==> config.mk <==
export PLATFORM = sky130hd
export DESIGN_NAME = mpeg1_system_stream_demux_top
export DESIGN_NICKNAME = d
export VERILOG_FILES = /design/src/msdemux_pkg.sv /design/src/msdemux_parser.sv /design/src/msdemux_fifo.sv /design/src/msdemux_outreg.sv /design/src/mpeg1_system_stream_demux_top.sv
export VERILOG_INCLUDE_DIRS = /design/src /design/src/src
export SDC_FILE = /design/constraint.sdc
export NUM_CORES = 1
export LEC_CHECK = 0
export BUFFER_PORTS_ARGS = -buffer_cell sky130_fd_sc_hd__buf_2
export CAP_MARGIN = 20
export CORE_ASPECT_RATIO = 0.75
export CORE_MARGIN = 2
export CORE_UTILIZATION = 50
export CTS_CLUSTER_DIAMETER = 30
export DETAILED_ROUTE_END_ITERATION = 10
export PLACE_DENSITY = 0.73
export SKIP_LAST_GASP = 1
export SLEW_MARGIN = 20
export SYNTH_ARGS = -nofsm -noshare
export SYNTH_HDL_FRONTEND = slang
export SYNTH_SLANG_ARGS = --single-unit
==> constraint.sdc <==
create_clock -name i_clk -period 6 [get_ports i_clk]
set_input_delay 0 -clock i_clk [delete_from_list [all_inputs] [get_ports i_clk]]
set_output_delay 0 -clock i_clk [all_outputs]
set_load 0.02 [all_outputs]
==> src/assert_macros.svh <==
`ifndef ASSERT_MACROS_SVH
`define ASSERT_MACROS_SVH

// Assertion helpers; empty for synthesis.
`ifndef SYNTHESIS
`define ASSERT_IMP(lbl, clk, rst_n, ante, cons) \
    lbl: assert property (@(posedge clk) disable iff (!rst_n) (ante) |-> (cons)) \
        else $error("assertion failed");
`define ASSERT_NXT(lbl, clk, rst_n, ante, cons) \
    lbl: assert property (@(posedge clk) disable iff (!rst_n) (ante) |=> (cons)) \
        else $error("assertion failed");
`else
`define ASSERT_IMP(lbl, clk, rst_n, ante, cons)
`define ASSERT_NXT(lbl, clk, rst_n, ante, cons)
`endif

`endif

==> src/msdemux_pkg.sv <==
`timescale 1ns / 1ps

package msdemux_pkg;

    localparam int QDEPTH_DEF = 2;

    localparam logic [23:0] CODE_PREFIX   = 24'h000001;
    localparam logic [23:0] WINDOW_IDLE   = 24'hFFFFFF;
    localparam logic [7:0]  CODE_END      = 8'hB9;
    localparam logic [7:0]  CODE_PACK     = 8'hBA;
    localparam logic [7:0]  CODE_SYSHDR   = 8'hBB;
    localparam logic [15:0] PACK_LEN      = 16'd8;
    localparam logic [3:0]  SYS_FIXED_LEN = 4'd6;
    localparam logic [3:0]  TS_PTS_LEN    = 4'd4;
    localparam logic [3:0]  TS_BOTH_LEN   = 4'd9;
    localparam logic [3:0]  TS_PTS_MARK   = 4'h2;
    localparam logic [3:0]  TS_BOTH_MARK  = 4'h3;

    typedef enum logic [4:0] {
        PH_SEARCH      = 5'd0,
        PH_PACK        = 5'd1,
        PH_SYS_LEN_HI  = 5'd2,
        PH_SYS_LEN_LO  = 5'd3,
        PH_SYS_FIXED   = 5'd4,
        PH_SYS_ID      = 5'd5,
        PH_SYS_STD1    = 5'd6,
        PH_SYS_STD2    = 5'd7,
        PH_SYS_SKIP    = 5'd8,
        PH_PKT_LEN_HI  = 5'd9,
        PH_PKT_LEN_LO  = 5'd10,
        PH_PKT_FLAGS   = 5'd11,
        PH_PKT_STD     = 5'd12,
        PH_PKT_TS_CHK  = 5'd13,
        PH_PKT_TS_SKIP = 5'd14,
        PH_PKT_DISCARD = 5'd15,
        PH_PKT_VIDEO   = 5'd16,
        PH_PKT_AUDIO   = 5'd17,
        PH_ENDED       = 5'd18
    } t_phase;

    typedef enum logic [3:0] {
        KIND_SEARCH = 4'd0,
        KIND_CODE   = 4'd1,
        KIND_PACK   = 4'd2,
        KIND_SYSHDR = 4'd3,
        KIND_PKTHDR = 4'd4,
        KIND_STUFF  = 4'd5,
        KIND_VIDEO  = 4'd6,
        KIND_AUDIO  = 4'd7,
        KIND_SKIP   = 4'd8,
        KIND_ENDED  = 4'd9
    } t_kind;

    typedef struct packed {
        logic       payload_valid;
        logic [7:0] payload_byte;
        t_kind      byte_kind;
        logic [7:0] packet_stream_id;
        logic       last_of_packet;
        logic       stream_ended;
    } t_result;

    typedef struct packed {
        logic full;
        logic empty;
    } t_q_status;

endpackage

==> src/msdemux_parser.sv <==
`timescale 1ns / 1ps

module msdemux_parser import msdemux_pkg::*; (
    input  logic       i_clk,
    input  logic       i_rst_n,
    input  logic       i_valid,
    input  logic [7:0] i_byte,
    output logic       o_ready,
    input  t_q_status  i_q_stat,
    output logic       o_push,
    output t_result    o_result
);

    t_phase      r_phase, n_phase;
    logic [23:0] r_window, n_window;
    logic [15:0] r_btg, n_btg;
    logic [3:0]  r_hu, n_hu;
    logic [7:0]  r_cur_id, n_cur_id;
    logic [7:0]  r_aud_id, n_aud_id;
    logic        r_aud_set, n_aud_set;
    logic [7:0]  r_vid_id, n_vid_id;
    logic        r_vid_set, n_vid_set;

    logic        accept;
    logic [15:0] btg_dec;
    logic [3:0]  hu_dec;
    logic [3:0]  hu_inc;
    logic        cur_video;
    logic        cur_audio;
    t_phase      pay_phase;
    t_phase      ts_phase;
    logic [3:0]  ts_hu;
    logic        valid;
    t_kind       kind;
    logic [7:0]  pid;
    logic        last;

    assign o_ready = !i_q_stat.full;
    assign accept  = i_valid && o_ready;
    assign o_push  = accept;

    always_comb begin
        btg_dec   = (r_btg != 16'd0) ? r_btg - 16'd1 : 16'd0;
        hu_dec    = (r_hu != 4'd0) ? r_hu - 4'd1 : 4'd0;
        hu_inc    = r_hu + 4'd1;
        cur_video = r_vid_set && (r_cur_id == r_vid_id);
        cur_audio = r_aud_set && (r_cur_id == r_aud_id);
        // payload entry, after this byte has been counted
        if (btg_dec == 16'd0) begin
            pay_phase = PH_SEARCH;
        end else if (cur_video) begin
            pay_phase = PH_PKT_VIDEO;
        end else begin
            pay_phase = PH_PKT_AUDIO;
        end
        ts_hu = r_hu;
        if (i_byte[7:4] == TS_PTS_MARK) begin
            ts_phase = PH_PKT_TS_SKIP;
            ts_hu    = TS_PTS_LEN;
        end else if (i_byte[7:4] == TS_BOTH_MARK) begin
            ts_phase = PH_PKT_TS_SKIP;
            ts_hu    = TS_BOTH_LEN;
        end else begin
            ts_phase = pay_phase;
        end
    end

    always_comb begin
        n_phase   = r_phase;
        n_window  = r_window;
        n_btg     = r_btg;
        n_hu      = r_hu;
        n_cur_id  = r_cur_id;
        n_aud_id  = r_aud_id;
        n_aud_set = r_aud_set;
        n_vid_id  = r_vid_id;
        n_vid_set = r_vid_set;
        valid     = 1'b0;
        kind      = KIND_SEARCH;
        pid       = 8'd0;
        last      = 1'b0;

        case (r_phase)
            PH_ENDED: begin
                kind = KIND_ENDED;
            end
            PH_PACK: begin
                kind  = KIND_PACK;
                n_btg = btg_dec;
                if (btg_dec == 16'd0) n_phase = PH_SEARCH;
            end
            PH_SYS_LEN_HI: begin
                kind    = KIND_SYSHDR;
                n_btg   = {i_byte, 8'd0};
                n_phase = PH_SYS_LEN_LO;
            end
            PH_SYS_LEN_LO: begin
                kind    = KIND_SYSHDR;
                n_btg   = r_btg | {8'd0, i_byte};
                n_hu    = 4'd0;
                n_phase = ((r_btg | {8'd0, i_byte}) == 16'd0) ? PH_SEARCH : PH_SYS_FIXED;
            end
            PH_SYS_FIXED: begin
                kind    = KIND_SYSHDR;
                n_hu    = hu_inc;
                n_btg   = btg_dec;
                n_phase = (btg_dec == 16'd0) ? PH_SEARCH :
                          (hu_inc >= SYS_FIXED_LEN) ? PH_SYS_ID : PH_SYS_FIXED;
            end
            PH_SYS_ID: begin
                kind  = KIND_SYSHDR;
                n_btg = btg_dec;
                if (i_byte[7]) begin
                    if (i_byte[7:5] == 3'b110) begin
                        n_aud_id  = i_byte;
                        n_aud_set = 1'b1;
                    end else if (i_byte[7:4] == 4'hE) begin
                        // first video ID wins
                        if (!r_vid_set || r_vid_id == i_byte) begin
                            n_vid_id  = i_byte;
                            n_vid_set = 1'b1;
                        end
                    end
                    n_phase = (btg_dec == 16'd0) ? PH_SEARCH : PH_SYS_STD1;
                end else begin
                    n_phase = (btg_dec == 16'd0) ? PH_SEARCH : PH_SYS_SKIP;
                end
            end
            PH_SYS_STD1: begin
                kind    = KIND_SYSHDR;
                n_btg   = btg_dec;
                n_phase = (btg_dec == 16'd0) ? PH_SEARCH : PH_SYS_STD2;
            end
            PH_SYS_STD2: begin
                kind    = KIND_SYSHDR;
                n_btg   = btg_dec;
                n_phase = (btg_dec == 16'd0) ? PH_SEARCH : PH_SYS_ID;
            end
            PH_SYS_SKIP: begin
                kind    = KIND_SYSHDR;
                n_btg   = btg_dec;
                n_phase = (btg_dec == 16'd0) ? PH_SEARCH : PH_SYS_SKIP;
            end
            PH_PKT_LEN_HI: begin
                kind    = KIND_PKTHDR;
                pid     = r_cur_id;
                n_btg   = {i_byte, 8'd0};
                n_phase = PH_PKT_LEN_LO;
            end
            PH_PKT_LEN_LO: begin
                kind  = KIND_PKTHDR;
                pid   = r_cur_id;
                n_btg = r_btg | {8'd0, i_byte};
                if (cur_video || cur_audio) begin
                    n_phase = PH_PKT_FLAGS;
                end else begin
                    n_phase = ((r_btg | {8'd0, i_byte}) == 16'd0) ? PH_SEARCH :
                              PH_PKT_DISCARD;
                end
            end
            PH_PKT_FLAGS: begin
                pid   = r_cur_id;
                n_btg = btg_dec;
                if (i_byte[7]) begin
                    kind = KIND_STUFF;
                end else if (i_byte[7:6] == 2'b01) begin
                    kind    = KIND_PKTHDR;
                    n_phase = PH_PKT_STD;
                end else begin
                    kind    = KIND_PKTHDR;
                    n_hu    = ts_hu;
                    n_phase = ts_phase;
                end
            end
            PH_PKT_STD: begin
                kind    = KIND_PKTHDR;
                pid     = r_cur_id;
                n_btg   = btg_dec;
                n_phase = PH_PKT_TS_CHK;
            end
            PH_PKT_TS_CHK: begin
                kind    = KIND_PKTHDR;
                pid     = r_cur_id;
                n_btg   = btg_dec;
                n_hu    = ts_hu;
                n_phase = ts_phase;
            end
            PH_PKT_TS_SKIP: begin
                kind  = KIND_PKTHDR;
                pid   = r_cur_id;
                n_btg = btg_dec;
                n_hu  = hu_dec;
                if (hu_dec == 4'd0) n_phase = pay_phase;
            end
            PH_PKT_DISCARD, PH_PKT_VIDEO, PH_PKT_AUDIO: begin
                pid   = r_cur_id;
                valid = (r_phase == PH_PKT_VIDEO);
                kind  = (r_phase == PH_PKT_VIDEO) ? KIND_VIDEO :
                        (r_phase == PH_PKT_AUDIO) ? KIND_AUDIO : KIND_SKIP;
                n_btg = btg_dec;
                if (btg_dec == 16'd0) begin
                    last    = (r_phase == PH_PKT_VIDEO);
                    n_phase = PH_SEARCH;
                end
            end
            default: begin
                if (r_window != CODE_PREFIX) begin
                    kind     = KIND_SEARCH;
                    n_window = {r_window[15:0], i_byte};
                    n_phase  = PH_SEARCH;
                end else begin
                    kind     = KIND_CODE;
                    n_window = WINDOW_IDLE;
                    if (i_byte == CODE_END) begin
                        n_phase = PH_ENDED;
                    end else if (i_byte == CODE_PACK) begin
                        n_btg   = PACK_LEN;
                        n_phase = PH_PACK;
                    end else if (i_byte == CODE_SYSHDR) begin
                        n_phase = PH_SYS_LEN_HI;
                    end else begin
                        n_cur_id = i_byte;
                        pid      = i_byte;
                        n_phase  = PH_PKT_LEN_HI;
                    end
                end
            end
        endcase

        o_result.payload_valid    = valid;
        o_result.payload_byte     = valid ? i_byte : 8'd0;
        o_result.byte_kind        = kind;
        o_result.packet_stream_id = pid;
        o_result.last_of_packet   = last;
        o_result.stream_ended     = (n_phase == PH_ENDED);
    end

    always_ff @(posedge i_clk) begin
        if (!i_rst_n) begin
            r_phase   <= PH_SEARCH;
            r_window  <= WINDOW_IDLE;
            r_btg     <= 16'd0;
            r_hu      <= 4'd0;
            r_cur_id  <= 8'd0;
            r_aud_id  <= 8'd0;
            r_aud_set <= 1'b0;
            r_vid_id  <= 8'd0;
            r_vid_set <= 1'b0;
        end else if (accept) begin
            r_phase   <= n_phase;
            r_window  <= n_window;
            r_btg     <= n_btg;
            r_hu      <= n_hu;
            r_cur_id  <= n_cur_id;
            r_aud_id  <= n_aud_id;
            r_aud_set <= n_aud_set;
            r_vid_id  <= n_vid_id;
            r_vid_set <= n_vid_set;
        end
    end

endmodule

==> src/msdemux_fifo.sv <==
`timescale 1ns / 1ps

module msdemux_fifo import msdemux_pkg::*; #(
    parameter int DEPTH = QDEPTH_DEF
) (
    input  logic      i_clk,
    input  logic      i_rst_n,
    input  logic      i_push,
    input  t_result   i_data,
    input  logic      i_pop,
    output t_result   o_data,
    output t_q_status o_stat
);

    localparam int AW = (DEPTH > 1) ? $clog2(DEPTH) : 1;
    localparam int CW = $clog2(DEPTH + 1);

    t_result       r_mem [DEPTH];
    logic [AW-1:0] r_wr, n_wr;
    logic [AW-1:0] r_rd, n_rd;
    logic [CW-1:0] r_cnt, n_cnt;
    logic          do_push;
    logic          do_pop;

    assign o_stat.full  = (r_cnt == CW'(DEPTH));
    assign o_stat.empty = (r_cnt == '0);
    assign do_push      = i_push && !o_stat.full;
    assign do_pop       = i_pop && !o_stat.empty;
    assign o_data       = r_mem[r_rd];

    always_comb begin
        n_wr  = r_wr;
        n_rd  = r_rd;
        n_cnt = r_cnt;
        if (do_push) n_wr = (r_wr == AW'(DEPTH - 1)) ? '0 : r_wr + 1'b1;
        if (do_pop)  n_rd = (r_rd == AW'(DEPTH - 1)) ? '0 : r_rd + 1'b1;
        if (do_push && !do_pop) begin
            n_cnt = r_cnt + 1'b1;
        end else if (do_pop && !do_push) begin
            n_cnt = r_cnt - 1'b1;
        end
    end

    always_ff @(posedge i_clk) begin
        if (do_push) r_mem[r_wr] <= i_data;
    end

    always_ff @(posedge i_clk) begin
        if (!i_rst_n) begin
            r_wr  <= '0;
            r_rd  <= '0;
            r_cnt <= '0;
        end else begin
            r_wr  <= n_wr;
            r_rd  <= n_rd;
            r_cnt <= n_cnt;
        end
    end

endmodule

==> src/msdemux_outreg.sv <==
`timescale 1ns / 1ps

module msdemux_outreg import msdemux_pkg::*; (
    input  logic      i_clk,
    input  logic      i_rst_n,
    input  t_q_status i_q_stat,
    input  t_result   i_data,
    output logic      o_pop,
    output logic      o_valid,
    input  logic      i_ready,
    output t_result   o_data
);

    logic    r_valid;
    t_result r_data;

    // refill whenever the register is empty or being drained this cycle
    assign o_pop   = !i_q_stat.empty && (!r_valid || i_ready);
    assign o_valid = r_valid;
    assign o_data  = r_data;

    always_ff @(posedge i_clk) begin
        if (!i_rst_n) begin
            r_valid <= 1'b0;
        end else if (o_pop) begin
            r_valid <= 1'b1;
        end else if (i_ready) begin
            r_valid <= 1'b0;
        end
    end

    always_ff @(posedge i_clk) begin
        if (o_pop) r_data <= i_data;
    end

endmodule

==> src/mpeg1_system_stream_demux_top.sv <==
// Channel  Dir  Beat   Contents
// s_axis   in   byte   tdata[7:0] stream_byte
// m_axis   out  byte   tdata: payload_valid, payload_byte, packet_stream_id, stream_ended;
//                      tuser: byte_kind; tlast: last_of_packet
//
// One result per input byte; a byte is taken every cycle while the result
// queue has room. The parser writes each result into the queue when its input byte
// transfers; the queue loads its oldest result into the output register, which
// drives m_axis_tvalid, whenever that register is empty or being drained.
// Reset is synchronous, active low, and returns the parser to start-code search.
// Output stalls fill the queue, then s_axis_tready drops until room frees up.
`timescale 1ns / 1ps

`include "assert_macros.svh"

module mpeg1_system_stream_demux_top import msdemux_pkg::*; #(
    parameter int QUEUE_DEPTH = QDEPTH_DEF
) (
    input  logic        i_clk,
    input  logic        i_rst_n,
    input  logic        s_axis_tvalid,
    output logic        s_axis_tready,
    input  logic [7:0]  s_axis_tdata,   // [7:0] stream_byte
    output logic        m_axis_tvalid,
    input  logic        m_axis_tready,
    // [0] payload_valid, [8:1] payload_byte, [16:9] packet_stream_id,
    // [17] stream_ended, [23:18] zero
    output logic [23:0] m_axis_tdata,
    output logic [3:0]  m_axis_tuser,   // [3:0] byte_kind
    output logic        m_axis_tlast
);

    t_q_status q_stat;
    logic      q_push;
    logic      q_pop;
    t_result   push_data;
    t_result   head_data;
    t_result   out_data;

    msdemux_parser u_parser (
        .i_clk    (i_clk),
        .i_rst_n  (i_rst_n),
        .i_valid  (s_axis_tvalid),
        .i_byte   (s_axis_tdata),
        .o_ready  (s_axis_tready),
        .i_q_stat (q_stat),
        .o_push   (q_push),
        .o_result (push_data)
    );

    msdemux_fifo #(
        .DEPTH (QUEUE_DEPTH)
    ) u_fifo (
        .i_clk   (i_clk),
        .i_rst_n (i_rst_n),
        .i_push  (q_push),
        .i_data  (push_data),
        .i_pop   (q_pop),
        .o_data  (head_data),
        .o_stat  (q_stat)
    );

    msdemux_outreg u_outreg (
        .i_clk    (i_clk),
        .i_rst_n  (i_rst_n),
        .i_q_stat (q_stat),
        .i_data   (head_data),
        .o_pop    (q_pop),
        .o_valid  (m_axis_tvalid),
        .i_ready  (m_axis_tready),
        .o_data   (out_data)
    );

    assign m_axis_tdata = {6'd0, out_data.stream_ended, out_data.packet_stream_id,
                           out_data.payload_byte, out_data.payload_valid};
    assign m_axis_tuser = out_data.byte_kind;
    assign m_axis_tlast = out_data.last_of_packet;

    `ASSERT_IMP(a_push_room, i_clk, i_rst_n, q_push, !q_stat.full)
    `ASSERT_IMP(a_last_is_video, i_clk, i_rst_n, m_axis_tvalid && m_axis_tlast,
                m_axis_tuser == KIND_VIDEO && m_axis_tdata[0])
    `ASSERT_NXT(a_ended_sticks, i_clk, i_rst_n,
                m_axis_tvalid && m_axis_tready && m_axis_tdata[17],
                !m_axis_tvalid || (m_axis_tdata[17] && m_axis_tuser == KIND_ENDED))
    `ASSERT_IMP(a_pop_when_data, i_clk, i_rst_n, q_pop, !q_stat.empty)

endmodule
# Yosys cells after proc, flatten, opt, wreduce, memory -nomap -nowiden
# Memory sizes are Yosys's and may differ from the RTL's. A register that Yosys moved wholly into a read port is not among the register bits.
# Cells that the tools add are included.
# W data, S select, Z words.
# totals
wordCells	166
ramBits	46
reg_bits	80
mem_count	1
# op_classes
n_addsub	7
magnitude_cmp	1
bitwise_logic	8
n_eq_ne	36
n_mux	57
n_reduce_logical	43
# memory_table
name	depth	width	read_ports	rd_ports_with_merged_regs	write_ports	line	source
u_fifo.r_mem	2	23	1	1	1	msdemux_fifo.sv:18	t_result r_mem [DEPTH];
# ops
cell	n
$pmux W5 S15	1
$mux W5	13
$mux W16	4
$pmux W16 S4	1
$eq A5 B4 Y1 const B	8
$mux W4	10
$mux W8	5
$logic_not A16 Y1	2
$eq A8 B8 Y1	3
$eq A8 B8 Y1 const B	3
$mux W24	1
$ne A24 B1 Y1 const B	1
$pmux W4 S6	1
$eq A5 B3 Y1 const B	4
$eq A5 B5 Y1 const B	4
$pmux W4 S5	1
$reduce_or A18 Y1	1
$reduce_or A9 Y1	2
$or A16 B8 Y16	1
$pmux W8 S2	1
$reduce_bool A16 Y1	1
$sub A16 B1 Y16 const B	1
$mux W1	13
$reduce_or A13 Y1	1
other kinds (35)	69

# Longest topological paths before layout
# logic_depth
depth_word	10
ltp_mapped	10

# Modules after synthesis
# Synthesis repeated with hierarchy kept, for this count alone.
# hier_totals
cells_unflattened	715
hier_area_um2	7312.0
# modules_own_cells
mod	instances	cells_per_inst	area_each_um2
msdemux_parser	1	585	4644.5
msdemux_fifo	1	96	1884.3
msdemux_outreg	1	27	734.5
mpeg1_system_stream_demux_top	1	7	48.8

# Worst setup path before layout
# Ideal clock, no wire load.
# synth_timing
path_kind	register to register
startpoint	register u_parser.r_btg[1]
endpoint	memory u_fifo.r_mem[0][0] in the netlist's numbering, data pin
t_required_ps	5734
setup_slack_ps	3377
n_path_buf	1
synth_period_minus_slack_ps	2623
path_stages_with_launch	11
arrival_time_ps	2357
cell_sequence	dfxtp_1 > buf_2 > inv_1 > ha_1 > or3b_2 > o32ai_1 > a22oi_1 > a2111oi_2 > nor4_2 > nor4_2 > nor2_1
# synth_rtl
item	line	source
start, declared	msdemux_parser.sv:16	logic [15:0] r_btg, n_btg;
start signal, assigned	msdemux_parser.sv:252	r_btg <= n_btg;
end, declared	msdemux_fifo.sv:18	

# Worst setup path after layout
# layout_timing
startpoint	register u_parser.r_phase[1]
endpoint	register u_parser.r_window[18]
# layout_between
elab_chain_cells	4
# layout_lines
item	line	source
start, declared	msdemux_parser.sv:14	t_phase r_phase, n_phase;
start signal, assigned	msdemux_parser.sv:250	r_phase <= n_phase;
$eq A5 B5 Y1, or another cell as far along	msdemux_parser.sv:83	case (r_phase)
$reduce_or A18 Y1 (no line) (*)	-	
$not A1 Y1 (no line) (*)	-	
$reduce_and A2 Y1 (no line) (*)	-	
end signal, assigned	msdemux_parser.sv:251	r_window <= n_window;
end, declared	msdemux_parser.sv:15	logic [23:0] r_window, n_window;
# Mark *: on every way between the ends. The rest lies on a longest branch, timed or not.
# A chain may end at the register's enable or synchronous reset.

==> impl_results.md <==
- I/O pins: 43
- Vias in the first global route: between 5k and 6k
- Routed length on met3: around 1100 um
- Worst slew pin tran: around 1.0 ns
- Most Frequent Cell on Critical Path: nand2_1
- Peak Freq: about 330 MHz
- Vias: just under 6k
- Gate Count Post-Synth: about 760
- TritonCTS buffer count: 17
- Crit Path Max Fanout: 34
- DR top layer: met4
- Post-CTS setup buffers: 0
- Wl on met1: 8329 um
- Final Hold Vio Count: 0
- Die Wd: roughly 140 um
- Initial core utilization: approximately half
- DR WL met2: between 7000 and 8000 um
- MaxCap Viol Count: 0
- CP top delay family: simple AND/OR/NAND/NOR gates
- #FFs+latches synth: 147
- Mean area per synthesized cell: roughly 9.6 um^2
- Share of post-route cells with drive strength above 1: between 10 and 15%
- P&R area growth vs syn: 12.52%
- Clock sinks: about 150
- Cts hold-fix bufs: 7
- H-tree levels: 4
- WL/cell: around 18 um
- Reg2reg setup slack: just under 3 ns
- First-pass GRT wire length: ~28,000 um
- Clock Latency Late Sink: 0.43 ns
- Die area: 0.01558 mm^2
- Post-synth EDFFs: 69
- Largest net degree at the start of global routing: 47
- Post-Syn Area: between 0.007 and 0.008 mm^2
- Synth Warn #: 0
- Drt total wl: between 15,000 and 20,000 um
- Worst R2R Path Depth: 8
- 1st-pass router iterations: 5
- GPL Wtd Cong: between 0.9 and 1
- Synth unique cells: 68
- Initial DRC count: around 340
- Antenna violations before repair: 0
- Overflow after GRT: 0
- Setup CP Type: reg2reg
- Min-delay worst type: in2reg
- Peak VDD IR: between 0.0004 and 0.0005 V
- Top_reg_cell synth: dfxtp_1
- Outcome: finished clean
- Worst EP required: approximately 6.3 ns
- Commonest non-fill, non-tap cell in the layout: nand2_1
- Clock slew seen by the registers of the worst setup and hold paths: 0.07 ns
- Root Driver: clkbuf_16
- Std-Cell Rows: 38
- Cell Chain, Critical Path: or3_1 > nor3_1 > a21oi_1 > nor2_2 > buf_4 > nand2_1 > o22ai_1 > nand2_1
- Lkg Pwr: ~3.0 nW
- CP Launch Type: flop
- Final setup violation count: 0
- Setup Skew: between 0.01 and 0.015 ns
- Post-layout util: between 50% and 60%
- CP Capture Type: flop
- Max-slew violations: 0
- Max clock buf depth: 2
- Total GRT Usage: around 23%
- # DRC: 0
- Final antenna-violating net count: 0
- Worst path buffer plus inverter count: 1
- Hold path start: s_axis_tdata[4]
- Worst Hold End: u_parser.r_cur_id[4]$_SDFFE_PN0P_
- Reg2reg start: u_parser.r_phase[1]$_SDFFE_PN0P_
- Normalized max-slew margin: 30.64%
- Most frequent cells in the layout: nand2_1 (89), dfxtp_1 (77), edfxtp_1 (69), nor2_1 (68), a21oi_1 (40)
- Cell Pwr Density: between 500 and 600 mW/mm^2
- Hold path depth: 3
- Worst path max stage delay: 0.58 ns
- Post-DP HPWL: between 10,000 and 15,000 um
- Vias/cell: between 5 and 6
- Die Y: around 110 um
- Final worst-path cycle share: around 51%
- Slowest cell on crit path: dfxtp_1
- Antenna cells: 0
- Core Region: about 0.014 mm^2
- Sum of negative setup slack: 0 ns
- Unrepaired setup endpoints after global routing: no
- Fin nets: just under 800
- Final Critical Period: approximately 3.0 ns
- Number of port buffers: 36
- Hold_ws: between 0.05 and 0.06 ns
- CP arrival: around 3.3 ns
- R2r endpoint: u_parser.r_window[18]$_SDFFE_PN1P_
- Synth async-reset ratio: 0%
- Post-cts sizing count: 0
- Sequential-to-total area share from yosys stat: 49.81%
- CTS tree: yes
[cell families after synthesis]
group | count (synthesis) | share of synthesized area (%)
adders and majority gates | 6 | 1.029
DFF | 147 | 49.81
and+or+nand+nor | 286 | 19.33
buffers and inverters | 73 | 4.237
other | 1 | 0.05141
AOI/OAI and AO/OA | 183 | 16.64
muxes | 34 | 5.060
xor gates and xnor gates | 32 | 3.842
[worst register-to-register path, cell delays in order (launching register included)]
cell	delay, ns
dfxtp_1	0.58
or3_1	0.54
nor3_1	0.28
a21oi_1	0.12
nor2_2	0.13
buf_4	0.35
nand2_1	0.53
o22ai_1	0.29
nand2_1	0.09
[cell type report]
class	count	area (um^2)
Clock inverter	15	188.9
Clock buffer	17	425.4
Tap cell	200	250.2
Fill cell	1250	6151
Multi-Input combinational cell	547	3395
Timing Repair Buffer	45	265.3
Inverter	13	48.80
Sequential cell	147	3635
[worst max-delay path by stage]
stage	start	endpoint	slack [ns]	cells past startpoint
final	u_parser.r_phase[1]$_SDFFE_PN0P_	u_parser.r_window[18]$_SDFFE_PN1P_	2.95	8
after global routing	u_parser.r_phase[1]$_SDFFE_PN0P_	u_parser.r_window[2]$_SDFFE_PN1P_	2.73	8
after CTS	u_parser.r_phase[1]$_SDFFE_PN0P_	u_parser.r_window[18]$_SDFFE_PN1P_	2.99	8
after detailed placement	u_parser.r_phase[1]$_SDFFE_PN0P_	u_parser.r_window[18]$_SDFFE_PN1P_	3.01	8
after global placement	u_parser.r_phase[1]$_SDFFE_PN0P_	u_parser.r_window[18]$_SDFFE_PN1P_	3.11	8
after floorplan	u_parser.r_btg[1]$_SDFFE_PN0P_	u_fifo.r_mem[0][0]$_DFFE_PP_	3.38	10
[registers in the layout, summed over array words and instances, names as in the netlist]
| register | cells |
|---|---|
| u_outreg.o_data | 23 |
| u_fifo.r_rd | 1 |
| u_parser.r_aud_set | 1 |
| u_parser.r_aud_id | 7 |
| u_parser.r_window | 24 |
| u_parser.r_hu | 4 |
| u_parser.r_cur_id | 8 |
| u_parser.r_vid_set | 1 |
| u_fifo.r_wr | 1 |
| u_fifo.r_mem | 46 |
| u_parser.r_vid_id | 7 |
| u_outreg.o_valid | 1 |
| u_fifo.r_cnt | 2 |
| u_parser.r_btg | 16 |
| u_parser.r_phase | 5 |
[through the flow]
| stage | power (mW) | cell area (um^2) | instances | setup slack (ns) |
|---|---|---|---|---|
| 6_report | 4.651 | 8208 | 984 | 2.953 |
| 5_1_grt | 4.949 | 8208 | 984 | 2.726 |
| 4_1_cts | 4.629 | 8195 | 984 | 2.989 |
| 3_5_place_dp | 3.567 | 7511 | 945 | 3.007 |
| 3_3_place_gp | 3.518 | 7506 | 945 | 3.109 |
| 2_1_floorplan | 3.097 | 7313 | 767 | 3.377 |
[metal layers]
layer,vias up,track usage [%]
li1,2824,-
met3,35,3.720
met5,-,0
met4,0,9.874
met2,202,34.66
met1,2782,33.57
[where the power goes]
part / switching (mW) / leakage (nW) / internal [mW]
sequential: 0.243 / 1.30 / 1.36
combinational: 1.28 / 1.38 / 0.715
clock: 0.492 / 0.289 / 0.565
[cells in the mapped netlist (all sizes together), types with 7 or more instances]
library cell  instances  area share, %
nor2                 72            3.7
xnor2                14            1.7
mux2i                11            1.5
nor2b                 9           0.77
a31oi                 7           0.60
edfxtp               69             28
clkbuf               46            2.4
nand2                89            4.6
a21oi                40            2.7
or4                   7           0.72
o22ai                29            2.5
o21ai                35            2.4
buf                  14            1.2
nor4                 18            1.9
a22oi                 9           0.93
dfxtp                78             21
xor2                 18            2.2
nor3                 18            1.4
mux2                 23            3.6
a22o                 13            1.6
nand3                22            1.5
nand2b                9           0.77
inv                  12           0.62
and2                 12            1.0
Note: power is estimated with default switching activity, not from simulation.
